[src/rtl/smm_pkg.sv]
// Shared types and constants for the square matrix multiply core.
// Used by the controller, the datapath and the top level; no dependencies.
`timescale 1ns / 1ps
`default_nettype none
package smm_pkg;

	localparam int IDX_W   = 2;
	localparam int VAL_W   = 32;
	localparam int SIZE_W  = 3;
	localparam int MODE_W  = 2;
	localparam int CFG_IDX_W = 1;
	localparam int PROD_W  = 2 * VAL_W;
	localparam int ACC_W   = PROD_W + 3;

	localparam logic [MODE_W-1:0] MODE_LOAD_A  = 2'd0;
	localparam logic [MODE_W-1:0] MODE_LOAD_B  = 2'd1;
	localparam logic [MODE_W-1:0] MODE_COMPUTE = 2'd2;

	localparam logic [CFG_IDX_W-1:0] CFG_A_SIZE = 1'd0;
	localparam logic [CFG_IDX_W-1:0] CFG_B_SIZE = 1'd1;

	localparam logic [SIZE_W-1:0] SIZE_RESET = 3'd4;

	localparam logic [VAL_W-1:0] Q_MAX = 32'h7FFF_FFFF;
	localparam logic [VAL_W-1:0] Q_MIN = 32'h8000_0000;

	typedef struct packed {
		logic             first;
		logic             lastk;
		logic             lastel;
		logic [IDX_W-1:0] i;
		logic [IDX_W-1:0] j;
	} smm_tag_t;

	typedef struct packed {
		logic             issue;
		smm_tag_t         tag;
		logic [IDX_W-1:0] k;
	} smm_cmd_t;

	typedef struct packed {
		logic advance;
	} smm_stat_t;

endpackage
`default_nettype wire

[src/rtl/smm_ram.sv]
// Generic single-write, single-read RAM with a registered read port.
// No dependencies; used for both matrix stores.
`timescale 1ns / 1ps
`default_nettype none
module smm_ram #(
	parameter int WIDTH = 32,
	parameter int DEPTH = 16,
	parameter int ADDR_W = (DEPTH > 1) ? $clog2(DEPTH) : 1
) (
	input  wire logic              clk,
	input  wire logic              we,
	input  wire logic [ADDR_W-1:0] waddr,
	input  wire logic [WIDTH-1:0]  wdata,
	input  wire logic              re,
	input  wire logic [ADDR_W-1:0] raddr,
	output logic      [WIDTH-1:0]  rdata
);

	logic [WIDTH-1:0] mem_q [DEPTH];

	always_ff @(posedge clk) begin
		if (we) begin
			mem_q[waddr] <= wdata;
		end
		if (re) begin
			rdata <= mem_q[raddr];
		end
	end

endmodule
`default_nettype wire

[src/rtl/smm_ctrl.sv]
// Controller: size registers, load decode and the i/j/k sequencer of a compute.
// Depends on smm_pkg; drives the datapath through smm_cmd_t.
`timescale 1ns / 1ps
`default_nettype none
module smm_ctrl #(
	parameter int MAX_DIM = 4
) (
	input  wire logic                          clk,
	input  wire logic                          arst_n,
	input  wire logic                          item_valid,
	output logic                               item_ready,
	input  wire logic [smm_pkg::MODE_W-1:0]    mode,
	input  wire logic [smm_pkg::IDX_W-1:0]     row,
	input  wire logic [smm_pkg::IDX_W-1:0]     col,
	input  wire logic                          cfg_valid,
	output logic                               cfg_ready,
	input  wire logic [smm_pkg::CFG_IDX_W-1:0] cfg_index,
	input  wire logic [smm_pkg::SIZE_W-1:0]    cfg_data,
	output logic                               we_a,
	output logic                               we_b,
	output smm_pkg::smm_cmd_t                  cmd,
	input  wire smm_pkg::smm_stat_t            stat
);
	import smm_pkg::*;

	localparam int DIM_CAP = (MAX_DIM < 4) ? MAX_DIM : 4;
	localparam logic ST_IDLE = 1'b0;
	localparam logic ST_RUN  = 1'b1;

	logic              state_q;
	logic [SIZE_W-1:0] a_size_q;
	logic [SIZE_W-1:0] b_size_q;
	logic [IDX_W-1:0]  last_row_q;
	logic [IDX_W-1:0]  last_col_q;
	logic [IDX_W-1:0]  i_q;
	logic [IDX_W-1:0]  j_q;
	logic [IDX_W-1:0]  k_q;
	logic [SIZE_W-1:0] rows;
	logic [SIZE_W-1:0] cols;
	logic              accept;
	logic              in_range;
	logic              start;

	assign rows = (a_size_q > SIZE_W'(DIM_CAP)) ? SIZE_W'(DIM_CAP) : a_size_q;
	assign cols = (b_size_q > SIZE_W'(DIM_CAP)) ? SIZE_W'(DIM_CAP) : b_size_q;

	assign item_ready = (state_q == ST_IDLE);
	assign cfg_ready  = 1'b1;
	assign accept     = item_valid && item_ready;
	assign in_range   = (int'(row) < MAX_DIM) && (int'(col) < MAX_DIM);
	assign we_a       = accept && (mode == MODE_LOAD_A) && in_range;
	assign we_b       = accept && (mode == MODE_LOAD_B) && in_range;
	assign start      = accept && (mode == MODE_COMPUTE) && (rows != '0) && (cols != '0);

	always_comb begin
		cmd            = '0;
		cmd.issue      = (state_q == ST_RUN) && stat.advance;
		cmd.tag.first  = (k_q == '0);
		cmd.tag.lastk  = (k_q == last_row_q);
		cmd.tag.lastel = (i_q == last_row_q) && (j_q == last_col_q);
		cmd.tag.i      = i_q;
		cmd.tag.j      = j_q;
		cmd.k          = k_q;
	end

	always_ff @(posedge clk or negedge arst_n) begin
		if (!arst_n) begin
			a_size_q <= SIZE_RESET;
			b_size_q <= SIZE_RESET;
		end else if (cfg_valid && cfg_ready) begin
			case (cfg_index)
				CFG_A_SIZE: a_size_q <= cfg_data;
				CFG_B_SIZE: b_size_q <= cfg_data;
				default: ;
			endcase
		end
	end

	always_ff @(posedge clk or negedge arst_n) begin
		if (!arst_n) begin
			state_q    <= ST_IDLE;
			i_q        <= '0;
			j_q        <= '0;
			k_q        <= '0;
			last_row_q <= '0;
			last_col_q <= '0;
		end else begin
			case (state_q)
				ST_IDLE: begin
					if (start) begin
						state_q    <= ST_RUN;
						i_q        <= '0;
						j_q        <= '0;
						k_q        <= '0;
						last_row_q <= IDX_W'(rows - 3'd1);
						last_col_q <= IDX_W'(cols - 3'd1);
					end
				end
				ST_RUN: begin
					if (cmd.issue) begin
						if (k_q == last_row_q) begin
							k_q <= '0;
							if (j_q == last_col_q) begin
								j_q <= '0;
								if (i_q == last_row_q) begin
									state_q <= ST_IDLE;
								end else begin
									i_q <= i_q + 1'b1;
								end
							end else begin
								j_q <= j_q + 1'b1;
							end
						end else begin
							k_q <= k_q + 1'b1;
						end
					end
				end
				default: state_q <= ST_IDLE;
			endcase
		end
	end

`ifndef SYNTHESIS
	a_start_runs: assert property (@(posedge clk) disable iff (!arst_n)
		start |=> (state_q == ST_RUN) && (i_q == '0) && (j_q == '0) && (k_q == '0))
		else $error("Compute start did not enter the run state at the origin.");

	a_last_ends: assert property (@(posedge clk) disable iff (!arst_n)
		cmd.issue && cmd.tag.lastel && cmd.tag.lastk |=> (state_q == ST_IDLE))
		else $error("Sequencer kept running after the final product.");

	a_counters_bounded: assert property (@(posedge clk) disable iff (!arst_n)
		(state_q == ST_RUN) |->
			(i_q <= last_row_q) && (j_q <= last_col_q) && (k_q <= last_row_q))
		else $error("Sequencer index ran past the matrix size.");
`endif

endmodule
`default_nettype wire

[src/rtl/smm_dp.sv]
// Datapath: matrix stores, multiply-accumulate pipeline, truncating shift,
// saturation and the result register. Depends on smm_pkg and smm_ram.
`timescale 1ns / 1ps
`default_nettype none
module smm_dp #(
	parameter int MAX_DIM   = 4,
	parameter int FRAC_BITS = 16
) (
	input  wire logic                      clk,
	input  wire logic                      arst_n,
	input  wire logic                      we_a,
	input  wire logic                      we_b,
	input  wire logic [smm_pkg::IDX_W-1:0] row,
	input  wire logic [smm_pkg::IDX_W-1:0] col,
	input  wire logic [smm_pkg::VAL_W-1:0] value,
	input  wire smm_pkg::smm_cmd_t         cmd,
	output smm_pkg::smm_stat_t             stat,
	output logic                           result_valid,
	input  wire logic                      result_ready,
	output logic [smm_pkg::IDX_W-1:0]      out_row,
	output logic [smm_pkg::IDX_W-1:0]      out_col,
	output logic [smm_pkg::VAL_W-1:0]      product,
	output logic                           saturated,
	output logic                           last
);
	import smm_pkg::*;

	localparam int DEPTH  = MAX_DIM * MAX_DIM;
	localparam int ADDR_W = (DEPTH > 1) ? $clog2(DEPTH) : 1;

	logic                     advance;
	logic [ADDR_W-1:0]        waddr;
	logic [ADDR_W-1:0]        raddr_a;
	logic [ADDR_W-1:0]        raddr_b;
	logic [VAL_W-1:0]         a_s1;
	logic [VAL_W-1:0]         b_s1;
	logic                     v_s1;
	smm_tag_t                 tag_s1;
	logic                     v_s2;
	smm_tag_t                 tag_s2;
	logic signed [PROD_W-1:0] prod_s2;
	logic                     v_s3;
	smm_tag_t                 tag_s3;
	logic signed [ACC_W-1:0]  acc_q;
	logic signed [ACC_W-1:0]  shifted;
	logic                     fits;
	logic                     out_valid_q;

	assign advance      = !out_valid_q || result_ready;
	assign stat.advance = advance;
	assign result_valid = out_valid_q;

	assign waddr   = ADDR_W'(int'(row) * MAX_DIM + int'(col));
	assign raddr_a = ADDR_W'(int'(cmd.tag.i) * MAX_DIM + int'(cmd.k));
	assign raddr_b = ADDR_W'(int'(cmd.k) * MAX_DIM + int'(cmd.tag.j));

	smm_ram #(.WIDTH(VAL_W), .DEPTH(DEPTH)) u_a_store (
		.clk  (clk),
		.we   (we_a),
		.waddr(waddr),
		.wdata(value),
		.re   (advance),
		.raddr(raddr_a),
		.rdata(a_s1)
	);

	smm_ram #(.WIDTH(VAL_W), .DEPTH(DEPTH)) u_b_store (
		.clk  (clk),
		.we   (we_b),
		.waddr(waddr),
		.wdata(value),
		.re   (advance),
		.raddr(raddr_b),
		.rdata(b_s1)
	);

	always_ff @(posedge clk or negedge arst_n) begin
		if (!arst_n) begin
			v_s1        <= 1'b0;
			v_s2        <= 1'b0;
			v_s3        <= 1'b0;
			out_valid_q <= 1'b0;
		end else if (advance) begin
			v_s1        <= cmd.issue;
			v_s2        <= v_s1;
			v_s3        <= v_s2 && tag_s2.lastk;
			out_valid_q <= v_s3;
		end
	end

	always_ff @(posedge clk) begin
		if (advance) begin
			tag_s1  <= cmd.tag;
			tag_s2  <= tag_s1;
			prod_s2 <= $signed(a_s1) * $signed(b_s1);
			if (v_s2) begin
				tag_s3 <= tag_s2;
				acc_q  <= tag_s2.first ? ACC_W'(prod_s2) : acc_q + ACC_W'(prod_s2);
			end
		end
	end

	assign shifted = acc_q >>> FRAC_BITS;
	assign fits    = (&shifted[ACC_W-1:VAL_W-1]) || !(|shifted[ACC_W-1:VAL_W-1]);

	always_ff @(posedge clk) begin
		if (advance && v_s3) begin
			out_row   <= tag_s3.i;
			out_col   <= tag_s3.j;
			last      <= tag_s3.lastel;
			saturated <= !fits;
			product   <= fits ? shifted[VAL_W-1:0] : (acc_q[ACC_W-1] ? Q_MIN : Q_MAX);
		end
	end

`ifndef SYNTHESIS
	a_result_from_sum: assert property (@(posedge clk) disable iff (!arst_n)
		$rose(out_valid_q) |-> $past(v_s3))
		else $error("Result appeared without a finished sum.");

	a_sat_clamps: assert property (@(posedge clk) disable iff (!arst_n)
		out_valid_q && saturated |-> (product == Q_MAX) || (product == Q_MIN))
		else $error("Saturated result is not a range limit.");

	a_stall_freezes: assert property (@(posedge clk) disable iff (!arst_n)
		!advance |=> $stable(acc_q) && $stable(v_s3) && $stable(v_s2))
		else $error("Pipeline moved while the result register was blocked.");
`endif

endmodule
`default_nettype wire

[src/rtl/square_matrix_multiply_core.sv]
// A compute runs one product per cycle through a shared multiply-accumulate while the
// result register is not blocked. The next item is taken once the last product issues.
// Throughput is set by the single multiplier and the one read port of each store.
// Reset clears control state and sets both sizes to 4; the matrix stores are not cleared.
// Top level: joins smm_ctrl and smm_dp; depends on smm_pkg.
`timescale 1ns / 1ps
`default_nettype none
module square_matrix_multiply_core #(
	parameter int MAX_DIM   = 4,
	parameter int FRAC_BITS = 16
) (
	input  wire logic                          clk,
	input  wire logic                          arst_n,
	input  wire logic                          item_valid,
	output logic                               item_ready,
	input  wire logic [smm_pkg::MODE_W-1:0]    mode,
	input  wire logic [smm_pkg::IDX_W-1:0]     row,
	input  wire logic [smm_pkg::IDX_W-1:0]     col,
	input  wire logic [smm_pkg::VAL_W-1:0]     value,
	output logic                               result_valid,
	input  wire logic                          result_ready,
	output logic [smm_pkg::IDX_W-1:0]          out_row,
	output logic [smm_pkg::IDX_W-1:0]          out_col,
	output logic [smm_pkg::VAL_W-1:0]          product,
	output logic                               saturated,
	output logic                               last,
	input  wire logic                          cfg_valid,
	output logic                               cfg_ready,
	input  wire logic [smm_pkg::CFG_IDX_W-1:0] cfg_index,
	input  wire logic [smm_pkg::SIZE_W-1:0]    cfg_data
);
	import smm_pkg::*;

	logic      we_a;
	logic      we_b;
	smm_cmd_t  cmd;
	smm_stat_t stat;

	smm_ctrl #(.MAX_DIM(MAX_DIM)) u_ctrl (
		.clk       (clk),
		.arst_n    (arst_n),
		.item_valid(item_valid),
		.item_ready(item_ready),
		.mode      (mode),
		.row       (row),
		.col       (col),
		.cfg_valid (cfg_valid),
		.cfg_ready (cfg_ready),
		.cfg_index (cfg_index),
		.cfg_data  (cfg_data),
		.we_a      (we_a),
		.we_b      (we_b),
		.cmd       (cmd),
		.stat      (stat)
	);

	smm_dp #(.MAX_DIM(MAX_DIM), .FRAC_BITS(FRAC_BITS)) u_dp (
		.clk         (clk),
		.arst_n      (arst_n),
		.we_a        (we_a),
		.we_b        (we_b),
		.row         (row),
		.col         (col),
		.value       (value),
		.cmd         (cmd),
		.stat        (stat),
		.result_valid(result_valid),
		.result_ready(result_ready),
		.out_row     (out_row),
		.out_col     (out_col),
		.product     (product),
		.saturated   (saturated),
		.last        (last)
	);

endmodule
`default_nettype wire
[config.mk]
export PLATFORM = sky130hd
export DESIGN_NAME = square_matrix_multiply_core
export DESIGN_NICKNAME = d
export VERILOG_FILES = /design/src/rtl/smm_pkg.sv /design/src/rtl/smm_ram.sv /design/src/rtl/smm_ctrl.sv /design/src/rtl/smm_dp.sv /design/src/rtl/square_matrix_multiply_core.sv
export SDC_FILE = /design/constraint.sdc
export NUM_CORES = 2
export LEC_CHECK = 0
export BUFFER_PORTS_ARGS = -buffer_cell sky130_fd_sc_hd__clkbuf_2
export CAP_MARGIN = 40
export CELL_PAD_IN_SITES_DETAIL_PLACEMENT = 1
export CELL_PAD_IN_SITES_GLOBAL_PLACEMENT = 2
export CORE_UTILIZATION = 51
export CTS_CLUSTER_DIAMETER = 40
export DETAILED_ROUTE_END_ITERATION = 10
export PLACE_DENSITY_LB_ADDON = 0.1
export SKIP_LAST_GASP = 1
export SLEW_MARGIN = 10
export SYNTH_ARGS = -nofsm -noshare
export SYNTH_HDL_FRONTEND = slang
export SYNTH_SLANG_ARGS = --single-unit
[constraint.sdc]
create_clock -name clk -period 24 [get_ports clk]
set_clock_uncertainty 0.2 [all_clocks]
set_input_delay 4.8 -clock clk [delete_from_list [all_inputs] [get_ports clk]]
set_output_delay 4.8 -clock clk [all_outputs]
set_load 0.1 [all_outputs]
# --- After elaboration in Yosys (flattened, before gate mapping) ---
# Memories as Yosys holds them, arrays and structs flattened. A register that Yosys moved wholly into a read port is not among the register bits.
# Index checks and enable logic that the tools add are counted.
op_classes:
  mux: 28
  n_bitwise: 2
  order_cmp: 2
  n_reduce_logical: 28
  eq_ne: 10
  add_sub_neg: 9
  mul: 1
ops:
  columns: ["cell", "count"]
  rows:
  - ["67-bit by 64-bit adder with 67-bit output", 1]
  - ["67-bit 2-to-1 mux", 1]
  - ["32-bit by 32-bit multiplier with 64-bit output", 1]
  - ["32-bit 2-to-1 mux", 2]
  - ["2-bit 2-to-1 mux", 10]
  - ["20-bit AND reduction", 1]
  - ["20-bit OR reduction", 1]
  - ["4-bit by 2-bit adder with 4-bit output", 3]
  - ["2-bit case mux with 2 select lines", 3]
  - ["1-bit logical AND", 10]
  - ["2-bit AND reduction", 5]
  - ["1-bit 2-to-1 mux", 9]
  - ["2-bit by 1-bit adder with 2-bit output (second input constant)", 3]
  - ["2-bit == test", 3]
  - ["3-bit > comparator (second input constant)", 2]
  - ["3-bit 2-to-1 mux", 2]
  - ["2-bit inequality test (second input constant)", 3]
  - ["3-bit nonzero test", 2]
  - ["5-bit AND reduction", 1]
  - ["2-bit logical NOT", 2]
  - ["2-bit by 1-bit inequality test with 1-bit output (second input constant)", 2]
  - ["2-bit by 1-bit subtractor with 2-bit output (second input constant)", 2]
  - ["1-bit logical NOT", 3]
  - ["3-bit AND reduction", 1]
  - ["5 further kinds", 7]
word_totals:
  ram_bits: 1024
  word_cells: 114
  n_memories: 2
  ff_bits: 209
  inputBits: 47
memory_table:
  columns: ["name", "words", "word_bits", "read_ports", "rd_ports_with_merged_regs", "write_ports", "line", "rtl"]
  rows:
  - ["u_dp.u_a_store.mem_q", 16, 32, 1, 1, 1, "smm_ram.sv:19", "logic [WIDTH-1:0] mem_q [DEPTH];"]
  - ["u_dp.u_b_store.mem_q", 16, 32, 1, 1, 1, "smm_ram.sv:19", null]

# --- Depth between registers and ports, before layout ---
depth:
  depth_word: 7
  depth_mapped: 32
  mapped_depth_nobuf: 30

# --- By module ---
# A second synthesis with hierarchy kept.
hier_totals:
  cells_unflattened: 6637
  area_unflattened_um2: 88208.3
modules_own_cells:
  columns: ["mod", "area_each_um2", "seq_area_each_um2", "cells_each", "n_inst"]
  rows:
  - ["smm_dp", 46931.3, 5745.5, 4871, 1]
  - ["smm_ram (u_dp.u_b_store)", 20174.3, 16335.7, 838, 1]
  - ["smm_ram (u_dp.u_a_store)", 20155.6, 16335.7, 838, 1]
  - ["smm_ctrl", 947.2, 427.9, 90, 1]

# --- Worst setup path after synthesis ---
# Ideal clock, no wire load.
synth_timing:
  kind: "input-to-reg"
  from: "input result_ready"
  to: "register u_dp.acc_q[0] (enable)"
  setup_time_ps: 438
  t_arrival_ps: 11003
  cell_stages: 3
  slack_ps: 12359
  path_cell_list: "nand2b_1 > clkbuf_1 > and2_1"
synth_via:
  elab_chain_len: 2
synth_rtl:
  columns: ["item", "line", "rtl"]
  rows:
  - ["start: declaration", "square_matrix_multiply_core.sv:21", "input wire logic result_ready,"]
  - ["1-bit logical OR", "smm_dp.sv:49", "assign advance = !out_valid_q || result_ready;"]
  - ["2-bit AND reduction (no source line)", null, null]
  - ["end signal: assignment", "smm_dp.sv:98", "acc_q <= tag_s2.first ? ACC_W'(prod_s2) : acc_q + ACC_W'(prod_s2);"]
  - ["end: declaration", "smm_dp.sv:44", "logic signed [ACC_W-1:0] acc_q;"]
# No other way between the ends.
# A chain may end at the register's enable or synchronous reset.

# --- Final worst setup path ---
layout_timing:
  from: "register u_dp.u_a_store.rdata[31] (read register of u_dp.u_a_store.mem_q)"
  to: "register u_dp.prod_s2[63] (data pin)"
layout_via:
  elab_chain_len: 1
layout_rtl:
  columns: ["item", "line", "rtl"]
  rows:
  - ["start: declaration", "smm_ram.sv:16", "output logic [WIDTH-1:0] rdata"]
  - ["32-bit by 32-bit multiplier with 64-bit output", "smm_dp.sv:95", "prod_s2 <= $signed(a_s1) * $signed(b_s1);"]
  - ["end signal: assignment", "smm_dp.sv:95", null]
  - ["end: declaration", "smm_dp.sv:41", "logic signed [PROD_W-1:0] prod_s2;"]
# No other way between the ends.

==> summary.txt <==
Status
  • Status: completed

Synthesis
  • Post-Syn Instances: between 6k and 7k
  • Synth area leader: edfxtp_1
  • Top_reg_cell synth: edfxtp_1
  • Avg Inst Size Synth: 13.5 sq um
  • Dominant cells by area after synthesis: edfxtp_1, fa_1, mux4_2, inv_1, and2_1
  • EDFF count, synth: roughly 1.3k
  • Asr flop ratio synth: 0.0162
  • Netlist cell types: 77
  • Post-Syn Nets: slightly below 8k
  • Flops & latches, synth: 1,297
  • Synth warnings: 0
  • Sequential share of the synthesized area: 0.440
  • Most frequent cell after synthesis: edfxtp_1
  • Post-synthesis cell area: approximately 88,000 sq um
  • Post-synth top area share: 0.434
  • Synth cell count leaders: edfxtp_1, fa_1, inv_1

STA
  • Slew @ Worst Pin: roughly 1200 ps
  • Final Setup Violations: 0
  • Max-slew violations: 0
  • Max Freq: roughly 110 MHz
  • Part of the cycle the worst path needs: 0.389
  • Final Hold Viols: 0
  • Period minus WS final: around 9300 ps
  • Slew headroom: 0.227
  • Sum Neg Setup Slack: 0 ps
  • RSZ-0062 raised after global routing: no

Place
  • Post-DP HPWL: 163,000 microns
  • Port bufs: 86
  • Placed Cells incl. Taps: slightly below 9k
  • RD Place Congestion: 0.857

Worst hold path
  • Worst Hold Depth: 0
  • Hold Crit Class: flip-flop to flip-flop

Layout
  • FF/Latch Area: slightly below 40,000 sq um
  • Layout area overhead: 10.9%
  • # fillers: 16.6k
  • Layout Nets: 7,974
  • Final non-filler cell total: between 9k and 10k
  • Share of post-route cells with drive strength above 1: 0.132
  • Final Util: 0.570
  • Area of the multi-input gates: roughly 45,000 sq um

Job
  • Maxcap violations: 0

Routing
  • Vias per cell: between 5 and 6
  • Via count: 52.1k
  • Remaining DRCs: 0
  • Drt wl/cell: ~27 microns
  • Post-route ant nets: 0
  • Drt initial violations: 4,205
  • Routed WL: ~240,000 microns
  • First drt pass iteration count: 5

Floorplan
  • Core Box Area: around 170,000 sq um
  • Die H: 418 microns
  • I/O pin count: 88
  • FP Rows: about 150
  • Starting density of the core: 0.514
  • Die width: between 400 and 500 microns
  • DIE AREA: about 170,000 sq um

Clocking
  • Post-CTS sizing: 0
  • Number of H-tree levels: 4
  • CTS tree: done
  • CTS root buffer: clkbuf_16
  • Cts hold-fix bufs: 0
  • Clock Latency Late Sink: between 800 and 900 ps
  • Reg clk slew, reported paths: around 50 ps
  • Post-CTS Setup Inserts: 0
  • CTS sink count: roughly 1.3k
  • Cts bufs inserted: 176
  • Max Root-Sink Buffers: 3

Worst setup path
  • Crit-path max cell delay: approximately 970 ps
  • CP endpoint kind: flip-flop
  • Worst Reg-to-Reg Cells: 29
  • Data arrival, critical path: approximately 9700 ps
  • Slowest CP cell: fa_1
  • Kind of critical path: flip-flop to flip-flop
  • Crit-path max FO: 27
  • CP required: 24,360 ps
  • Setup crit start kind: flip-flop

Global routing
  • Largest net degree at the start of global routing: 139
  • GRT Util Overall: 0.286
  • Vias in the first global route: 57.7k
  • Initial antenna violation count: 13
  • Overflow after GRT: 0
  • First-pass GRT wire length: 367,000 microns
state kept, by name (all words and copies together), names as in the netlist, 3 cells and up:
name / flops
u_dp.tag_s3: 5
u_dp.u_a_store.rdata: 32
u_dp.tag_s1: 7
u_dp.tag_s2: 7
u_dp.product: 32
u_dp.acc_q: 67
u_dp.u_a_store.mem_q: 512
u_ctrl.b_size_q: 3
u_ctrl.a_size_q: 3
u_dp.u_b_store.rdata: 32
u_dp.prod_s2: 64
u_dp.u_b_store.mem_q: 512
through the flow:
step                hold slack, ps  setup WS (ps)  cell area [sq um]
floorplan                      200          12360              88300
detailed placement             206          14610              91800
finish                         219          14660              98000
CTS                            221          14600              97900
global placement               201          14380              91600
global route                   223          14220              98000
logic make-up after synthesis:
logic type | after synthesis | share of synthesized area
other | 1 | 0.0000424
buffers and inverters | 1375 | 0.0585
multiplexers | 337 | 0.0837
XOR/XNOR | 140 | 0.0139
flip-flops | 1297 | 0.440
adder cells (fa/ha/maj) | 1336 | 0.281
AO/OA/AOI/OAI | 543 | 0.0382
AND/OR/NAND/NOR | 1506 | 0.0847
worst paths after layout:
path	from	endpoint	slack, ps
worst max-delay path	u_dp.u_a_store.rdata[31]$_DFFE_PN_	u_dp.prod_s2[63]$_DFFE_PN_	14660
worst min-delay path	u_dp.tag_s3[4]$_DFFE_PP_	u_dp.last$_DFFE_PP_	220
worst max register to register	u_dp.u_a_store.rdata[31]$_DFFE_PN_	u_dp.prod_s2[63]$_DFFE_PN_	14660
worst min register to register	u_dp.tag_s3[4]$_DFFE_PP_	u_dp.last$_DFFE_PP_	220
max in group asynchronous	arst_n	u_ctrl.j_q[1]$_DFFE_PN0P_	19390
min in group asynchronous	arst_n	u_ctrl.b_size_q[1]$_DFFE_PN0P_	3700
critical path, delay by kind of cell (launching register included):
| family | cells | cell delay, ps |
|---|---|---|
| xor+xnor | 1 | 120 |
| simple gates | 2 | 260 |
| flops | 1 | 500 |
| fa+ha+maj | 9 | 5150 |
| buf+inv | 9 | 1200 |
| compound gates | 8 | 1590 |
routing by layer:
layer,vias to the layer above,GRT usage,share of wire
met5,-,0,0.000054
met2,1855,0.472,0.49
met1,27900,0.397,0.42
li1,22000,-,-
met4,2,0.0838,0.027
met3,385,0.0384,0.061
final cells by class:
cell class,count,area share
multi-input cells,3863,0.455
well taps,2310,0.0295
clock buffers,198,0.0460
repair buffers,216,0.0162
inverters,1037,0.0397
diodes,4,0.000102
clock inverters,128,0.0168
flip-flops and latches,1297,0.397
placed cells by master, fill, tap and decap left out, types with 140 or more instances in the layout:
cell,count
inv_1,1035
mux4_2,320
a21oi_1,140
nand2_1,659
ha_1,253
and2_1,516
o21ai_0,161
edfxtp_1,1276
fa_1,1083
clkbuf_16,177
Power is left out: the tool's default activity adds up to more than one toggle a clock period on the data nets, which glitch-free logic cannot reach.
